### src/sv/pmpu_pkg.sv
// Shared types, codes and helper functions of the power monitor packet unpacker.
// Used by the top level, the controller and the datapath; depends on nothing.
`default_nettype none

package pmpu_pkg;

    // Header command that marks a measurement packet
    localparam logic [7:0] DATA_CMD = 8'h0C;

    // Header flag bits
    localparam int FLAG_EMPTY = 7;
    localparam int FLAG_OVF   = 6;
    localparam int FLAG_GPIO  = 4;

    // Header layout
    localparam int HDR_LAST_BYTE  = 15;
    localparam int HDR_BYTES      = 16;
    localparam int TIMER_BITS     = 32;
    localparam int CHAN_SLOTS     = 32;

    // Packet status codes
    localparam logic [2:0] ST_GOOD     = 3'd0;
    localparam logic [2:0] ST_BAD_CMD  = 3'd1;
    localparam logic [2:0] ST_EMPTY    = 3'd2;
    localparam logic [2:0] ST_INVALID  = 3'd3;
    localparam logic [2:0] ST_GPIO_OFF = 3'd4;

    // Result and channel kinds
    localparam logic       RES_SAMPLE = 1'b0;
    localparam logic       RES_STATUS = 1'b1;
    localparam logic [1:0] KIND_VOLT  = 2'd0;
    localparam logic [1:0] KIND_CURR  = 2'd1;
    localparam logic [1:0] KIND_GPIO  = 2'd2;

    // Configuration register indexes
    localparam logic [2:0] CFG_NUM_BUSES = 3'd0;
    localparam logic [2:0] CFG_GPIO_EN   = 3'd1;
    localparam logic [2:0] CFG_TMASK     = 3'd2;
    localparam logic [2:0] CFG_BUS0_EN   = 3'd3;
    localparam logic [2:0] CFG_BUS1_EN   = 3'd4;
    localparam logic [2:0] CFG_BUS2_EN   = 3'd5;
    localparam logic [2:0] CFG_BUS3_EN   = 3'd6;

    // Controller states, one-hot
    typedef enum logic [6:0] {
        S_IDLE = 7'b0000001,
        S_BYTE = 7'b0000010,
        S_POPC = 7'b0000100,
        S_SDIV = 7'b0001000,
        S_PSET = 7'b0010000,
        S_PDIV = 7'b0100000,
        S_STAT = 7'b1000000
    } t_state;

    // Commands from controller to datapath
    typedef struct packed {
        logic capture;
        logic step;
        logic popc;
        logic sets_load;
        logic per_start;
        logic per_load;
        logic status_load;
    } t_ctl_cmd;

    // Status from datapath to controller
    typedef struct packed {
        logic out_full;
        logic hdr_end;
        logic hdr_ok;
        logic last_now;
        logic last_held;
        logic need_sdiv;
        logic need_pdiv;
        logic div_done;
    } t_dp_stat;

    // Count set bits of a 32-bit word
    function automatic logic [5:0] count_ones(input logic [31:0] v);
        logic [5:0] n;
        n = '0;
        for (int i = 0; i < 32; i++) begin
            n = n + 6'(v[i]);
        end
        return n;
    endfunction

    // Index of the lowest set bit of a 32-bit word, 0 if none
    function automatic logic [4:0] lowest_set(input logic [31:0] v);
        logic [4:0] idx;
        idx = '0;
        for (int i = 31; i >= 0; i--) begin
            if (v[i]) begin
                idx = 5'(i);
            end
        end
        return idx;
    endfunction

endpackage

`default_nettype wire

### src/sv/pmpu_ctrl.sv
// Controller state machine of the packet unpacker: sequences byte steps,
// header decode, the two divisions and status results. Uses pmpu_pkg.
`default_nettype none

module pmpu_ctrl (
    input  wire                 i_clk,
    input  wire                 i_rst_n,
    input  wire                 i_in_valid,
    output logic                o_in_stall,
    input  pmpu_pkg::t_dp_stat  i_stat,
    output pmpu_pkg::t_ctl_cmd  o_cmd
);

    pmpu_pkg::t_state r_state;
    pmpu_pkg::t_state n_state;
    pmpu_pkg::t_state n_after;

    always_comb begin
        o_cmd   = '0;
        n_state = r_state;
        n_after = i_stat.last_held ? pmpu_pkg::S_STAT : pmpu_pkg::S_IDLE;
        case (r_state)
            pmpu_pkg::S_IDLE: begin
                // take the next byte
                if (i_in_valid) begin
                    o_cmd.capture = 1'b1;
                    n_state       = pmpu_pkg::S_BYTE;
                end
            end
            pmpu_pkg::S_BYTE: begin
                // process once the result register is free
                if (!i_stat.out_full) begin
                    o_cmd.step = 1'b1;
                    if (i_stat.hdr_end && i_stat.hdr_ok) begin
                        n_state = pmpu_pkg::S_POPC;
                    end else if (i_stat.last_now) begin
                        n_state = pmpu_pkg::S_STAT;
                    end else begin
                        n_state = pmpu_pkg::S_IDLE;
                    end
                end
            end
            pmpu_pkg::S_POPC: begin
                o_cmd.popc = 1'b1;
                n_state    = i_stat.need_sdiv ? pmpu_pkg::S_SDIV : pmpu_pkg::S_PSET;
            end
            pmpu_pkg::S_SDIV: begin
                if (i_stat.div_done) begin
                    o_cmd.sets_load = 1'b1;
                    n_state         = pmpu_pkg::S_PSET;
                end
            end
            pmpu_pkg::S_PSET: begin
                if (i_stat.need_pdiv) begin
                    o_cmd.per_start = 1'b1;
                    n_state         = pmpu_pkg::S_PDIV;
                end else begin
                    n_state = n_after;
                end
            end
            pmpu_pkg::S_PDIV: begin
                if (i_stat.div_done) begin
                    o_cmd.per_load = 1'b1;
                    n_state        = n_after;
                end
            end
            pmpu_pkg::S_STAT: begin
                if (!i_stat.out_full) begin
                    o_cmd.status_load = 1'b1;
                    n_state           = pmpu_pkg::S_IDLE;
                end
            end
            default: begin
                n_state = pmpu_pkg::S_IDLE;
            end
        endcase
    end

    always_ff @(posedge i_clk) begin
        if (!i_rst_n) begin
            r_state <= pmpu_pkg::S_IDLE;
        end else begin
            r_state <= n_state;
        end
    end

    assign o_in_stall = (r_state != pmpu_pkg::S_IDLE);

endmodule

`default_nettype wire

### config.mk
export PLATFORM = sky130hd
export DESIGN_NAME = pmpu_ctrl
export DESIGN_NICKNAME = d
export VERILOG_FILES = /design/src/sv/pmpu_pkg.sv /design/src/sv/pmpu_ctrl.sv
export SDC_FILE = /design/constraint.sdc
export NUM_CORES = 1
export LEC_CHECK = 0
export BUFFER_PORTS_ARGS = -buffer_cell sky130_fd_sc_hd__buf_2
export CAP_MARGIN = 20
export CORE_MARGIN = 10
export CORE_UTILIZATION = 40
export DETAILED_ROUTE_END_ITERATION = 16
export HOLD_SLACK_MARGIN = 0.06
export PLACE_DENSITY = 0.6
export SLEW_MARGIN = 20
export SYNTH_ARGS = -nofsm -noshare
export SYNTH_HDL_FRONTEND = slang
export SYNTH_SLANG_ARGS = --single-unit
export TNS_END_PERCENT = 50
### constraint.sdc
create_clock -name i_clk -period 1.99 [get_ports i_clk]
set_input_delay 0.199 -clock i_clk [delete_from_list [all_inputs] [get_ports i_clk]]
set_output_delay 0.199 -clock i_clk [all_outputs]
set_load 0.02 [all_outputs]
==> impl_metrics.env, run 1 <==
export IMPL_cts_path_max_buffers=2
export IMPL_power_density_nw_per_um2=568
export IMPL_ant_nets=0
export IMPL_ioPinCount=19
export IMPL_syn_area_sq_um=651
export IMPL_rows=14
export IMPL_crit_type="reg2out"
export IMPL_largest_register_ffs=7
export IMPL_final_max_slew_viol_count=0
export IMPL_crit_slowest_cell="dfxtp_1"
export IMPL_postSynthCellCount=80
export IMPL_rrSetupSlack_ns=0.29
export IMPL_cellLeakagePower_nw=0.295
export IMPL_layout_drive_gt1_share_pct=36.2
export IMPL_cts_tree="done"
export IMPL_cpLargestDelayFamily="simple AND/OR/NAND/NOR gates"
export IMPL_cap_violations=0
export IMPL_cts_htree_levels=1
export IMPL_hold_violations=0
export IMPL_diodes=0
export IMPL_hold_ws_ns=0.243
export IMPL_drt_iter0_drc=13
export IMPL_syn_avg_cell_area_sq_um=8.13
export IMPL_holdCritPathClass="in2reg"
export IMPL_grt_start_max_net_pins=12
export IMPL_critPathMaxStageDelay_ns=0.53
export IMPL_grt_overflow_total=0
export IMPL_final_core_util_pct=49.2
export IMPL_hpwlAfterDp_um=1250
export IMPL_cp_buffers_inverters=1
export IMPL_die_x_um=60.3
export IMPL_reg_top3="r_state: 7 flops"
export IMPL_first_global_vias=618
export IMPL_yosysSeqAreaShare_pct=21.5
export IMPL_clock_latency_ns=0.26
export IMPL_min_period_ns=1.84
export IMPL_setup_tns_final_ns=0
export IMPL_viasPerCell=5.75
export IMPL_synthDistinctLibCells=33
export IMPL_start_kind="register"
export IMPL_worstPathRequired_ns=1.79
export IMPL_vias=633
export IMPL_clk_pin_slew_ns=0.06
export IMPL_clock_sinks=7
export IMPL_largest_register="r_state"
export IMPL_dp_slack_ns=0.290
export IMPL_grt_pass1_wl_um=2770
export IMPL_relSlewSlack_pct=76.6
export IMPL_fin_worst_skew_ns=0.00474
export IMPL_grt_usage_pct=9.68
export IMPL_setup_viol=0
export IMPL_cts_root_buf="clkbuf_4"
export IMPL_path_max_fanout=8
export IMPL_final_area_sq_um=749
export IMPL_ir_worst_vdd_uv=313
export IMPL_max_freq_mhz=543
export IMPL_worst_pin_slew_ns=0.350
export IMPL_syn_nets=91
export IMPL_wire_per_inst_um=14.7
export IMPL_place_gp_congestion=0.729
export IMPL_antenna_found_initial=0
export IMPL_async_flop_share_pct=0
export IMPL_drt_pass1_iterations=4
export IMPL_synth_flop_cell="dfxtp_1"
export IMPL_synth_seq_cells=7
export IMPL_hold_buffers=0
export IMPL_crit_chain="or3b_2 > nor3_1 > buf_2"
export IMPL_arrival_ns=1.64
export IMPL_fin_ws_ns=0.147
export IMPL_rsz0062_at_grt="false"
export IMPL_dieArea_sq_um=3640
export IMPL_drc=0
export IMPL_yosys_warnings=0
export IMPL_status="complete, no violations"
export IMPL_placed_area_sq_um=716
export IMPL_die_y_um=60.3
export IMPL_fin_nets=106
export IMPL_core_area_sq_um=1520
export IMPL_port_buffers=18
export IMPL_area_growth_pct=15.2
export IMPL_initial_core_util_pct=42.7
export IMPL_numCtsBuffers=3
export IMPL_drt_total_wl_um=1620
export IMPL_nFillCells=170
export IMPL_cp_end_kind="primary output"
export IMPL_synth_edff_count=0
export IMPL_fin_crit_sh_pct=92.6
## metal layers
layer	wire length [um]	GRT usage (%)	vias to the layer above
met5	0	0	-
met2	768	15.1	16
li1	-	-	316
met1	741	11.6	296
met3	80	2.92	5
met4	31	5.13	0
## final cells by class
cell class / instances / area (sq um) / area share (%)
Inverter: 3 / 11.3 / 1.50
Sequential cell: 7 / 143 / 19.0
Timing Repair Buffer: 19 / 97.6 / 13.0
Tap cell: 16 / 20.0 / 2.67
Multi-Input combinational cell: 61 / 452 / 60.3
Clock buffer: 4 / 26.3 / 3.51
## what timing repair did
| item | 4_1_cts | 5_1_grt |
|---|---|---|
| resized for setup | 0 | 3 |
| setup buffers | 0 | 0 |
| setup endpoints to repair | 0 | 2 |
## worst paths after layout
path | start | end | depth (start not counted)
max | r_state[1] | o_cmd[5] | 3
min reg2reg | r_state[6] | r_state[6] | 2
min | i_rst_n | r_state[5] | 3
max reg2reg | r_state[0] | r_state[4] | 4
## cells in the final DEF, fill, tap and decap left out, types with 4 or more instances in the layout
| cell | synthesis | layout |
|---|---|---|
| o21ai_0 | 7 | 7 |
| buf_2 | 3 | 18 |
| nor2_1 | 9 | 9 |
| nand2_1 | 4 | 4 |
| dfxtp_1 | 7 | 5 |
## cells in the mapped netlist (2+ instances only)
master | instances | share of area [%]
nor4_1 | 3 | 2.9
xor2_1 | 2 | 2.7
nor2b_1 | 3 | 2.9
nor3_1 | 4 | 3.1
clkbuf_1 | 4 | 2.3
or4_4 | 3 | 5.2
inv_1 | 3 | 1.7
nand2b_1 | 3 | 2.9
xnor2_1 | 2 | 2.7
o21ai_0 | 7 | 5.4
nand2_1 | 4 | 2.3
nand3b_1 | 2 | 2.3
buf_6 | 2 | 3.5
buf_2 | 3 | 2.3
dfxtp_1 | 7 | 22
a22oi_1 | 2 | 2.3
nor2_1 | 9 | 5.2
and4_1 | 2 | 2.7
## metrics by stage
stage,total power [mW],instances
floorplan,0.273,80
global route,0.448,110
finish,0.425,110
detailed placement,0.293,106
CTS,0.424,110
global placement,0.294,106
## report_power, final
group	internal (mW)	switching, mW
Clock	0.0768	0.0569
Sequential	0.146	0.0161
Combinational	0.0582	0.0711
Total	0.281	0.144
## kinds of logic after synthesis
logic type | share of synthesized area (%)
simple gates | 45.2
compound gates | 16.5
flops | 21.5
mux | 1.54
buf+inv | 9.81
xor+xnor | 5.39
## worst register-to-register path, cell delays in order (launching register included)
cell      delay, ns
dfxtp_1        0.40
or4_4          0.58
nor4_4         0.30
a211oi_2       0.11
and4_1         0.20
Note: power is estimated with default switching activity, not from simulation.
==> inputs of run 2 (changes only) <==
--- a/config.mk
+++ b/config.mk
@@ -9,6 +9,7 @@
 export CAP_MARGIN = 20
 export CORE_MARGIN = 10
 export CORE_UTILIZATION = 40
+export CTS_BUF_LIST = sky130_fd_sc_hd__clkbuf_4 sky130_fd_sc_hd__clkbuf_8
 export DETAILED_ROUTE_END_ITERATION = 16
 export HOLD_SLACK_MARGIN = 0.06
 export PLACE_DENSITY = 0.6
==> run 2 against run 1 <==
Effect of this change: register-to-register slack hardly changed; worst hold slack hardly changed; final area is 0.50% higher; critical path type unchanged; highest routed layer unchanged.
==> impl_metrics.env, run 2 (synthesized netlist as in run 1, its figures left out) <==
export IMPL_power_internal_mw=0.295
export IMPL_hold_buffers=0
export IMPL_hold_end="r_state[5]"
export IMPL_area_growth_pct=15.8
export IMPL_status="complete, no violations"
export IMPL_clock_latency_ns=0.26
export IMPL_dp_slack_ns=0.290
export IMPL_fin_crit_sh_pct=92.6
export IMPL_crit_slowest_cell="dfxtp_1"
export IMPL_crit_chain="or3b_2 > nor3_1 > buf_2"
export IMPL_clock_power_share_pct=33.6
export IMPL_die_x_um=60.3
export IMPL_arrival_ns=1.64
export IMPL_fin_worst_skew_ns=0.00499
export IMPL_layout_cells_most_common="buf_2"
export IMPL_ioPinCount=19
export IMPL_numCtsBuffers=3
export IMPL_nFillCells=169
export IMPL_initial_core_util_pct=42.7
export IMPL_cts_tree="done"
export IMPL_wire_per_inst_um=14.7
export IMPL_antenna_found_initial=0
export IMPL_power_mw=0.439
export IMPL_largest_register="r_state"
export IMPL_hold_depth=3
export IMPL_reg_top3="r_state: 7 flops"
export IMPL_worst_pin_slew_ns=0.350
export IMPL_cp_end_kind="primary output"
export IMPL_postCtsSetupBuffers=0
export IMPL_grt_start_max_net_pins=12
export IMPL_critPathMaxStageDelay_ns=0.53
export IMPL_ir_worst_vdd_uv=315
export IMPL_drt_iter0_drc=13
export IMPL_rr_startpoint="r_state[0]"
export IMPL_reg2reg_depth=4
export IMPL_final_area_sq_um=753
export IMPL_hold_violations=0
export IMPL_start_kind="register"
export IMPL_cts_root_buf="clkbuf_4"
export IMPL_worstPathRequired_ns=1.79
export IMPL_min_period_ns=1.84
export IMPL_max_freq_mhz=543
export IMPL_ant_nets=0
export IMPL_diodes=0
export IMPL_rows=14
export IMPL_first_global_vias=618
export IMPL_cts_htree_levels=1
export IMPL_placed_area_sq_um=716
export IMPL_hpwlAfterDp_um=1250
export IMPL_fin_cells=110
export IMPL_die_y_um=60.3
export IMPL_relSlewSlack_pct=76.6
export IMPL_power_density_nw_per_um2=583
export IMPL_crit_type="reg2out"
export IMPL_clock_sinks=7
export IMPL_drt_pass1_iterations=4
export IMPL_grt_overflow_total=0
export IMPL_hold_start="i_rst_n"
export IMPL_grt_pass1_wl_um=2770
export IMPL_drc=0
export IMPL_pwr_share_comb_pct=29.5
export IMPL_dieArea_sq_um=3640
export IMPL_holdCritPathClass="in2reg"
export IMPL_fin_nets=106
export IMPL_cap_violations=0
export IMPL_reg2reg_to="r_state[4]"
export IMPL_vias=635
export IMPL_cellLeakagePower_nw=0.298
export IMPL_largest_register_ffs=7
export IMPL_final_max_slew_viol_count=0
export IMPL_layout_drive_gt1_share_pct=37.2
export IMPL_path_max_fanout=8
export IMPL_core_area_sq_um=1520
export IMPL_setup_viol=0
export IMPL_port_buffers=18
export IMPL_place_inst=106
export IMPL_grt_usage_pct=9.68
export IMPL_rsz0062_at_grt="false"
export IMPL_cts_path_max_buffers=2
export IMPL_p_sw_mw=0.144
export IMPL_drt_total_wl_um=1620
export IMPL_rrSetupSlack_ns=0.29
export IMPL_switching_share_pct=32.9
export IMPL_setup_tns_final_ns=0
export IMPL_viasPerCell=5.77
export IMPL_fin_ws_ns=0.147
export IMPL_clk_pin_slew_ns=0.06
export IMPL_final_cell_mix="buf_2 (18), nor2_1 (9), o21ai_0 (7)"
export IMPL_place_gp_congestion=0.729
export IMPL_power_frac_seq_pct=37.0
## run 2: changes by cell type in the layout (fill, tap and decap cells not counted)
cell and delta:
clkbuf_1 -1, clkbuf_4 +1
## run 2: how the worst max path moves through the flow
stage | from | to | depth (start not counted)
6_report | r_state[1] | o_cmd[5] | 3
4_1_cts | r_state[1] | o_cmd[6] | 5
2_1_floorplan | r_state[5] | o_cmd[3] | 3
3_3_place_gp | r_state[4] | r_state[2] | 4
5_1_grt | r_state[1] | o_cmd[3] | 3
3_5_place_dp | r_state[4] | r_state[4] | 4
## run 2: area by class of cell
cell class	count	area (sq um)	share of cell area, %
flip-flops and latches	7	143	18.9
well taps	16	20.0	2.66
repair buffers	19	97.6	13.0
clock buffers	4	30.0	3.99
inverters	3	11.3	1.50
multi-input cells	61	452	60.0
## run 2: worst max-delay path, delay by kind of cell (launching register included)
kind / cells / cell delay (ns)
buffers and inverters: 1 / 0.19
DFF: 1 / 0.53
and+or+nand+nor: 2 / 0.67
## run 2: metal layers
layer	GRT usage, %	vias to the layer above	share of wire, %
met5	0	-	0
met4	5.13	0	1.9
met3	2.92	5	4.9
met2	15.1	16	47
met1	11.6	298	46
li1	-	316	-
## run 2: power by group through the flow
| stage | clock network [mW] | logic (mW) | registers [mW] |
|---|---|---|---|
| finish | 0.148 | 0.129 | 0.162 |
| global route | 0.154 | 0.144 | 0.164 |
| CTS | 0.147 | 0.130 | 0.161 |
| detailed placement | 0 | 0.129 | 0.165 |
| global placement | 0 | 0.129 | 0.164 |
| floorplan | 0 | 0.123 | 0.151 |
## run 2: per-stage QoR
step / hold slack, ns / utilization (%)
after floorplan: 0.370 / -
after global placement: 0.516 / 47.0
after detailed placement: 0.511 / 47.0
after CTS: 0.256 / 48.9
after global routing: 0.256 / 49.4
final: 0.243 / 49.4
## run 2: repair_timing
action | in CTS | in global routing
setup endpoints to repair | 0 | 2
endpoints found under the hold margin | 0 | 0
resized for setup | 0 | 3
==> inputs of run 3 (changes only) <==
--- a/config.mk
+++ b/config.mk
@@ -12,7 +12,8 @@
 export CTS_BUF_LIST = sky130_fd_sc_hd__clkbuf_4 sky130_fd_sc_hd__clkbuf_8
 export DETAILED_ROUTE_END_ITERATION = 16
 export HOLD_SLACK_MARGIN = 0.06
-export PLACE_DENSITY = 0.6
+export PLACE_DENSITY_LB_ADDON = 0.1
+export SKIP_CTS_REPAIR_TIMING = 1
 export SLEW_MARGIN = 20
 export SYNTH_ARGS = -nofsm -noshare
 export SYNTH_HDL_FRONTEND = slang
==> run 3 against run 2 <==
Effect of this change: power decreased by 1.6%; routed wire length increased by 2.1%; critical endpoint is now o_cmd[6]; flip-flop and latch count unchanged; largest power group unchanged; via count decreased by 0.94%.
==> impl_metrics.env, run 3 (synthesized netlist as in run 1, its figures left out) <==
export IMPL_worstPathRequired_ns=1.79
export IMPL_cts_root_buf="clkbuf_4"
export IMPL_place_gp_congestion=0.765
export IMPL_largest_register_ffs=7
export IMPL_hold_violations=0
export IMPL_wire_per_inst_um=15.0
export IMPL_area_growth_pct=15.4
export IMPL_drt_pass1_iterations=4
export IMPL_largest_register="r_state"
export IMPL_setup_tns_final_ns=0
export IMPL_rsz0062_at_grt="false"
export IMPL_final_max_slew_viol_count=0
export IMPL_cap_violations=0
export IMPL_fin_worst_skew_ns=0.00374
export IMPL_status="complete, no violations"
export IMPL_grt_start_max_net_pins=12
export IMPL_setup_viol=0
export IMPL_cts_path_max_buffers=2
export IMPL_relSlewSlack_pct=69.6
export IMPL_cellLeakagePower_nw=0.297
export IMPL_reg2reg_depth=4
export IMPL_first_global_vias=604
export IMPL_grt_usage_pct=9.26
export IMPL_drt_iter0_drc=13
export IMPL_crit_type="reg2out"
export IMPL_initial_core_util_pct=42.7
export IMPL_hold_end="r_state[3]"
export IMPL_fin_nets=106
export IMPL_rrSetupSlack_ns=0.28
export IMPL_drc=0
export IMPL_viasPerCell=5.72
export IMPL_layout_cells_most_common="buf_2"
export IMPL_die_y_um=60.3
export IMPL_cts_htree_levels=1
export IMPL_max_freq_mhz=537
export IMPL_dieArea_sq_um=3640
export IMPL_ir_worst_vdd_uv=341
export IMPL_grt_overflow_total=0
export IMPL_drt_total_wl_um=1660
export IMPL_layout_drive_gt1_share_pct=35.1
export IMPL_die_x_um=60.3
export IMPL_port_buffers=18
export IMPL_rows=14
export IMPL_clock_latency_ns=0.24
export IMPL_nFillCells=167
export IMPL_critPathMaxStageDelay_ns=0.44
export IMPL_cp_buffers_inverters=2
export IMPL_place_inst=106
export IMPL_reg2reg_to="r_state[2]"
export IMPL_cp_end_kind="primary output"
export IMPL_numCtsBuffers=3
export IMPL_hold_start="i_stat[2]"
export IMPL_clk_pin_slew_ns=0.05
export IMPL_cpLargestDelayFamily="simple AND/OR/NAND/NOR gates"
export IMPL_start_kind="register"
export IMPL_grt_pass1_wl_um=2680
export IMPL_hold_depth=3
export IMPL_arrival_ns=1.66
export IMPL_worst_pin_slew_ns=0.455
export IMPL_ant_nets=0
export IMPL_min_period_ns=1.86
export IMPL_power_mw=0.432
export IMPL_crit_slowest_cell="dfxtp_1"
export IMPL_rr_startpoint="r_state[5]"
export IMPL_crit_chain="nor3_2 > and4b_1 > inv_1 > nor2_1 > buf_2"
export IMPL_path_max_fanout=10
export IMPL_fin_crit_sh_pct=93.6
export IMPL_ioPinCount=19
export IMPL_clock_sinks=7
export IMPL_cts_tree="done"
export IMPL_vias=629
export IMPL_core_area_sq_um=1520
export IMPL_hpwlAfterDp_um=1280
export IMPL_reg_top3="r_state: 7 flops"
export IMPL_fin_cells=110
export IMPL_antenna_found_initial=0
export IMPL_diodes=0
export IMPL_power_density_nw_per_um2=576
export IMPL_final_cell_mix="buf_2 (18), nor2_1 (9), o21ai_0 (7), dfxtp_1 (7)"
export IMPL_holdCritPathClass="in2reg"
[run 3: per-layer routing]
layer,GRT usage [%],routed length [um],vias to the layer above
met4,2.88,8,0
met2,15.3,772,14
met3,3.13,127,2
met1,11.0,746,294
li1,-,-,319
met5,0,0,-
[run 3: worst max path at each step]
stage                     slack [ns]       start  depth (start not counted)    endpoint
after global routing            0.03  r_state[1]                          3    o_cmd[5]
after floorplan                 0.07  r_state[5]                          3    o_cmd[3]
after global placement          0.27  r_state[5]                          4  r_state[4]
after detailed placement        0.30  r_state[0]                          4  r_state[2]
final                           0.13  r_state[3]                          5    o_cmd[6]
after CTS                       0.05  r_state[3]                          5    o_cmd[6]
[run 3: where the power goes]
group	leakage, nW	switching [mW]	internal, mW
registers	0.0569	0.0162	0.146
clock network	0.0184	0.0502	0.0900
logic	0.222	0.0712	0.0582
total	0.297	0.138	0.295
[run 3: cell type report]
cell class / instances / area, sq um / share of cell area [%]
Multi-Input combinational cell: 61 / 452 / 60.2
Sequential cell: 7 / 140 / 18.7
Timing Repair Buffer: 19 / 97.6 / 13.0
Clock buffer: 4 / 30.0 / 4.00
Tap cell: 16 / 20.0 / 2.67
Inverter: 3 / 11.3 / 1.50
[run 3: through the flow]
step / util, % / instance area, sq um / setup slack (ns) / hold WS [ns]
3_3_place_gp: 47.0 / 716 / 0.274 / 0.503
6_report: 49.3 / 751 / 0.127 / 0.252
5_1_grt: 49.3 / 751 / 0.0271 / 0.277
4_1_cts: 48.9 / 746 / 0.0478 / 0.246
2_1_floorplan: - / 651 / 0.0746 / 0.370
3_5_place_dp: 47.0 / 716 / 0.300 / 0.499
[run 3: worst register-to-register path: cells and delay by family, from the launching register on]
kind             cells  cell delay, ns
AND/OR/NAND/NOR      3            1.10
flip-flops           1            0.41
AO/OA/AOI/OAI        1            0.09
